--- config.mk ---
export PLATFORM = sky130hd
export DESIGN_NAME = f2d_front
export DESIGN_NICKNAME = d
export VERILOG_FILES = /design/src/f2d_pkg.sv /design/src/f2d_front.sv
export SDC_FILE = /design/constraint.sdc
export NUM_CORES = 1
export LEC_CHECK = 0
export ABC_CLOCK_PERIOD_IN_PS = 2300
export BUFFER_PORTS_ARGS = -buffer_cell sky130_fd_sc_hd__buf_2
export CAP_MARGIN = 30
export CORE_MARGIN = 1.5
export CORE_UTILIZATION = 50
export CTS_BUF_LIST = sky130_fd_sc_hd__clkbuf_4 sky130_fd_sc_hd__clkbuf_8 sky130_fd_sc_hd__clkbuf_16
export DETAILED_ROUTE_END_ITERATION = 8
export PLACE_DENSITY = 0.74
export SLEW_MARGIN = 15
export SYNTH_ARGS = -nofsm -noshare
export SYNTH_HDL_FRONTEND = slang
export SYNTH_SLANG_ARGS = --single-unit
--- constraint.sdc ---
create_clock -name clock -period 2.3 [get_ports clock]
set_input_delay 0.115 -clock clock [delete_from_list [all_inputs] [get_ports clock]]
set_output_delay 0.115 -clock clock [all_outputs]
set_load 0.05 [all_outputs]
--- src/f2d_pkg.sv ---
// Package for the fragment to disk address translator.
// Holds constants, register codes and the word types shared by all modules.
// No dependencies.
package f2d_pkg;

   localparam int FRAGS_PER_BLOCK      = 4;
   localparam int SECTORS_PER_FRAGMENT = 2;
   localparam int OFFSET_DEPTH         = 32;

   localparam int FIB_W   = (FRAGS_PER_BLOCK > 1) ? $clog2(FRAGS_PER_BLOCK) : 1;
   localparam int TIDX_W  = (OFFSET_DEPTH > 1) ? $clog2(OFFSET_DEPTH) : 1;
   localparam int QDEPTH  = 4;
   localparam int QPTR_W  = $clog2(QDEPTH);
   localparam int DIV_W   = 33;
   localparam int DVS_W   = 16;

   localparam logic [2:0] CSR_BPC  = 3'd0;
   localparam logic [2:0] CSR_BPRS = 3'd1;
   localparam logic [2:0] CSR_SPT  = 3'd2;
   localparam logic [2:0] CSR_HC   = 3'd3;
   localparam logic [2:0] CSR_TRS  = 3'd4;

   localparam logic REQ_TRANSLATE = 1'b0;
   localparam logic REQ_LOAD      = 1'b1;

   localparam logic [30:0] LIN_MAX  = 31'h7FFF_FFFF;
   localparam logic [28:0] CYL_MAX  = 29'h1FFF_FFFF;
   localparam logic [15:0] HEAD_MAX = 16'hFFFF;

   typedef struct packed {
      logic        req_type;
      logic [30:0] frag_index;
      logic [4:0]  entry_index;
      logic [15:0] entry_offset;
   } f2d_req_type;

   typedef struct packed {
      logic [30:0] linear_sector;
      logic [28:0] cylinder_number;
      logic [15:0] head_number;
      logic [7:0]  track_sector;
      logic        error_flag;
   } f2d_rsp_type;

   // Geometry with zero divisors already mapped to one.
   typedef struct packed {
      logic [15:0] bpc;
      logic [7:0]  bprs;
      logic [7:0]  spt;
      logic [7:0]  hc;
      logic [7:0]  trs;
   } f2d_cfg_type;

   // Classified word handed from the front to the back.
   typedef struct packed {
      logic             is_load;
      logic [30:0]      block;
      logic [FIB_W-1:0] fib;
      logic [4:0]       entry_index;
      logic [15:0]      entry_offset;
      logic             err;
   } f2d_item_type;

   // Context that travels down the back pipeline beside the data.
   typedef struct packed {
      f2d_item_type     item;
      logic [30:0]      cyl;
      logic [15:0]      set;
      logic [15:0]      off;
      logic [15:0]      pa;
      logic [15:0]      pb;
      logic [31:0]      smul;
      logic [46:0]      cmul;
      logic [DIV_W-1:0] in_set;
      logic [30:0]      lin;
   } f2d_ctx_type;

endpackage

--- src/f2d_front.sv ---
// Front end: accepts request words, classifies them and queues them for the back.
// Depends on f2d_pkg.
module f2d_front (
   input  logic                  clock,
   input  logic                  reset,
   input  logic                  req_push,
   output logic                  req_full,
   input  f2d_pkg::f2d_req_type  req_data,
   output logic                  q_valid,
   output f2d_pkg::f2d_item_type q_item,
   input  logic                  q_pop
);
   import f2d_pkg::*;

   f2d_item_type      mem_ff [0:QDEPTH-1];
   logic [QPTR_W-1:0] wr_ff, wr_in, rd_ff, rd_in;
   logic [QPTR_W:0]   cnt_ff, cnt_in;
   f2d_item_type      item;
   logic              push_ok;

   always_comb begin
      item.is_load      = req_data.req_type == REQ_LOAD;
      item.block        = 31'(req_data.frag_index / FRAGS_PER_BLOCK);
      item.fib          = FIB_W'(req_data.frag_index % FRAGS_PER_BLOCK);
      item.entry_index  = req_data.entry_index;
      item.entry_offset = req_data.entry_offset;
      item.err          = item.is_load && (32'(req_data.entry_index) >= OFFSET_DEPTH);
   end

   assign req_full = cnt_ff == (QPTR_W+1)'(QDEPTH);
   assign push_ok  = req_push && !req_full;
   assign q_valid  = cnt_ff != '0;
   assign q_item   = mem_ff[rd_ff];

   assign wr_in  = push_ok ? wr_ff + 1'b1 : wr_ff;
   assign rd_in  = q_pop ? rd_ff + 1'b1 : rd_ff;
   assign cnt_in = cnt_ff + (QPTR_W+1)'(push_ok) - (QPTR_W+1)'(q_pop);

   always_ff @(posedge clock) begin
      if (reset) begin
         wr_ff  <= '0;
         rd_ff  <= '0;
         cnt_ff <= '0;
      end else begin
         wr_ff  <= wr_in;
         rd_ff  <= rd_in;
         cnt_ff <= cnt_in;
      end
   end

   always_ff @(posedge clock) begin
      if (push_ok) begin
         mem_ff[wr_ff] <= item;
      end
   end

   a_cnt_bound: assert property (@(posedge clock) disable iff (reset)
      cnt_ff <= (QPTR_W+1)'(QDEPTH)) else $error("queue overfilled");
   a_pop_valid: assert property (@(posedge clock) disable iff (reset)
      q_pop |-> q_valid) else $error("pop from empty queue");
   a_push_grow: assert property (@(posedge clock) disable iff (reset)
      (push_ok && !q_pop) |=> cnt_ff == $past(cnt_ff) + 1'b1)
      else $error("accepted word not counted");

endmodule

==> qor.csv <==
stage;metric;value;unit
logic_synthesis;Syn Inst Count;329;
power;worst vdd ir;946;µV
run_status;outcome;finished clean;
sta;final setup vio count;0;
sta;period utilization;0.948;
floorplan;Die Area;17200;µm²
logic_synthesis;distinct cell type count after synthesis;26;
logic_synthesis;Post-synth top flop;edfxtp_1;
grt;vias in the first global route;4141;
routing;Pre-antenna DRT Iters;4;
critical_path;nature of the critical path endpoint;flip-flop;
logic_synthesis;Synth async-reset ratio;0;
routing;DRT iter0 DRCs;158;
sta;Fmax achieved;459;MHz
critical_path;worst path required time;2.71;ns
placement;final HPWL from detailed placement;8590;µm
layout;area grow syn2layout;25.9;%
sta;final hold vios;0;
logic_synthesis;EDFF count, synth;212;
cts;Worst-Skew Late Latency;0.49;ns
cts;CTS tree;done;
floorplan;row count;46;
grt;first-pass GRT wire length;21700;µm
layout;# fillers;1094;
logic_synthesis;syn_area_per_cell;24.9;µm²
critical_path;crit path DAT;2.59;ns
routing;Routed wire per std cell;19.2;µm
layout;Nets;593;
grt;gr usage total;0.171;
grt;largest net degree at the start of global routing;36;
cts;clock root buffer;clkbuf_16;
cts;clock buffer count from CTS;22;
sta;setup TNS;0;ns
floorplan;Initial Util;0.514;
logic_synthesis;synth warn;0;
sta;Final Max Slew Viols;0;
layout;share of cells above drive strength 1;0.413;
placement;port buffer count;111;
critical_path;crit path kind;reg -> reg;
flow_run;maxcap violations;0;
power;Static Leak;3.60;nW
worst_hold_path;min-delay worst type;in -> reg;
placement;RD Place Congestion;0.708;
sta;Tmin final;2.18;ns
power;PD cells;997;nW/µm²
critical_path;startpoint type of the worst setup path;flip-flop;
cts;H-tree levels;1;
sta;unrepaired setup endpoints after global routing;false;
logic_synthesis;post-synthesis register bit count;221;
cts;clock buffer depth;3;
routing;vias;3915;
sta;setup clock skew after layout;0.00617;ns
placement;placed cell area;9020;µm²
logic_synthesis;sequential fraction of the synthesis area;0.799;
routing;Routed WL;14600;µm
routing;Remaining DRCs;0;
critical_path;Max FO, Critical Path;4;
floorplan;number of I/O pins;115;
grt;initial antenna violation count;1;
logic_synthesis;synthesized area;8190;µm²
layout;Final Instance Area;10300;µm²
cts;CTS clock-pin slew for the worst setup and hold paths;0.06;ns
routing;ANT nets after route;0;
floorplan;Die X;131;µm
floorplan;Core ar.;15900;µm²
floorplan;height of the chip;131;µm
cts;Sink Count;221;
grt;Overflow after GRT;0;
routing;vias per cell;5.15;
-- layout make-up --
class / count / area [µm²] / area share
diodes: 1 / 2.50 / 0.000243
clock buffers: 30 / 628 / 0.0609
clock inverters: 8 / 33.8 / 0.00328
inverters: 6 / 22.5 / 0.00218
multi-input cells: 88 / 1480 / 0.143
flip-flops and latches: 221 / 6550 / 0.635
well taps: 216 / 270 / 0.0262
repair buffers: 190 / 1330 / 0.129
-- synth_stat cells, types with 2 or more instances --
| cell type | n | area share |
|---|---|---|
| xor2_1 | 2 | 0.0021 |
| nand2b_1 | 2 | 0.0015 |
| clkbuf_1 | 2 | 0.00092 |
| edfxtp_1 | 212 | 0.78 |
| dfxtp_1 | 9 | 0.022 |
| buf_2 | 5 | 0.0031 |
| and2_1 | 5 | 0.0038 |
| ha_1 | 6 | 0.0092 |
| inv_1 | 6 | 0.0027 |
| mux4_2 | 50 | 0.14 |
| buf_4 | 3 | 0.0027 |
| or3_1 | 2 | 0.0015 |
| mux4_1 | 3 | 0.0096 |
| buf_12 | 5 | 0.012 |
| nor2_1 | 6 | 0.0027 |
-- timing repair --
action / 4_1_cts / 5_1_grt
hold endpoints to repair: 220 / 0
setup buffers: 0 / 8
hold buffers: 57 / 0
resized for setup: 0 / 1
setup endpoints to repair: 0 / 14
-- metal layers --
layer	GRT usage	up-vias	wire [µm]
li1	-	1774	-
met1	0.228	2013	6070
met2	0.290	112	7500
met3	0.0379	16	876
met4	0.0433	0	174
met5	0	-	0
-- through the flow --
stage	utilization	std cells	hold WS [ns]	total power [mW]	setup slack [ns]
3_5_place_dp	0.566	656	0.332	7.06	0.0955
4_1_cts	0.643	751	0.351	10.4	0.000510
3_3_place_gp	0.566	656	0.324	6.99	0.288
5_1_grt	0.647	760	0.375	10.7	0.0312
2_1_floorplan	-	331	0.214	6.54	-0.144
6_report	0.647	760	0.377	10.3	0.121
-- cell families after synthesis --
family / Yosys count / synth area share
AND/OR/NAND/NOR: 19 / 0.0130
buffers and inverters: 22 / 0.0231
multiplexers: 54 / 0.148
AO/OA/AOI/OAI: 2 / 0.00122
other: 1 / 0.000458
adder cells (fa/ha/maj): 7 / 0.0116
XOR/XNOR: 3 / 0.00321
flip-flops: 221 / 0.799
-- worst max-delay path: stages, from the launching register on --
cell	delay, ns
dfxtp_1	0.38
nor3b_4	0.25
nor2_1	0.09
inv_1	0.06
ha_1	0.22
inv_1	0.06
ha_1	0.14
inv_1	0.06
fa_1	0.39
xor2_1	0.17
and2_1	0.17
nor3_1	0.11
-- layout by cell type, fill, tap and decap left out, drive strengths merged, types with 2 or more instances in the layout --
cell type    instances
inv                  6
xor2                 2
dlygate4sd3         57
nand2b               2
nor2                 6
dfxtp                9
mux4                53
conb                 3
buf                133
edfxtp             212
and2                 5
or3                  2
clkinv               8
clkbuf              30
ha                   6
-- sequential cells by signal (all words and copies together) (netlist names), named ones only --
register  flops
cnt_ff        3
rd_ff         2
wr_ff         2
mem_ff      212
-- path summary, 6_finish.rpt --
| path | to | cells past startpoint | slack, ns | from |
|---|---|---|---|---|
| worst max register to register | cnt_ff[2] | 11 | 0.12 | cnt_ff[2] |
| worst min-delay path | mem_ff[1][5] | 2 | 0.38 | req_data[5] |
| worst min register to register | wr_ff[1] | 2 | 0.53 | wr_ff[1] |
| worst max-delay path | cnt_ff[2] | 11 | 0.12 | cnt_ff[2] |
-- power breakdown --
group / total (mW) / internal (mW) / switching [mW]
Sequential: 4.95 / 4.84 / 0.114
Combinational: 2.10 / 0.673 / 1.43
Clock: 3.23 / 1.90 / 1.33
Total: 10.3 / 7.41 / 2.87
(Power assumes the default switching activity.)
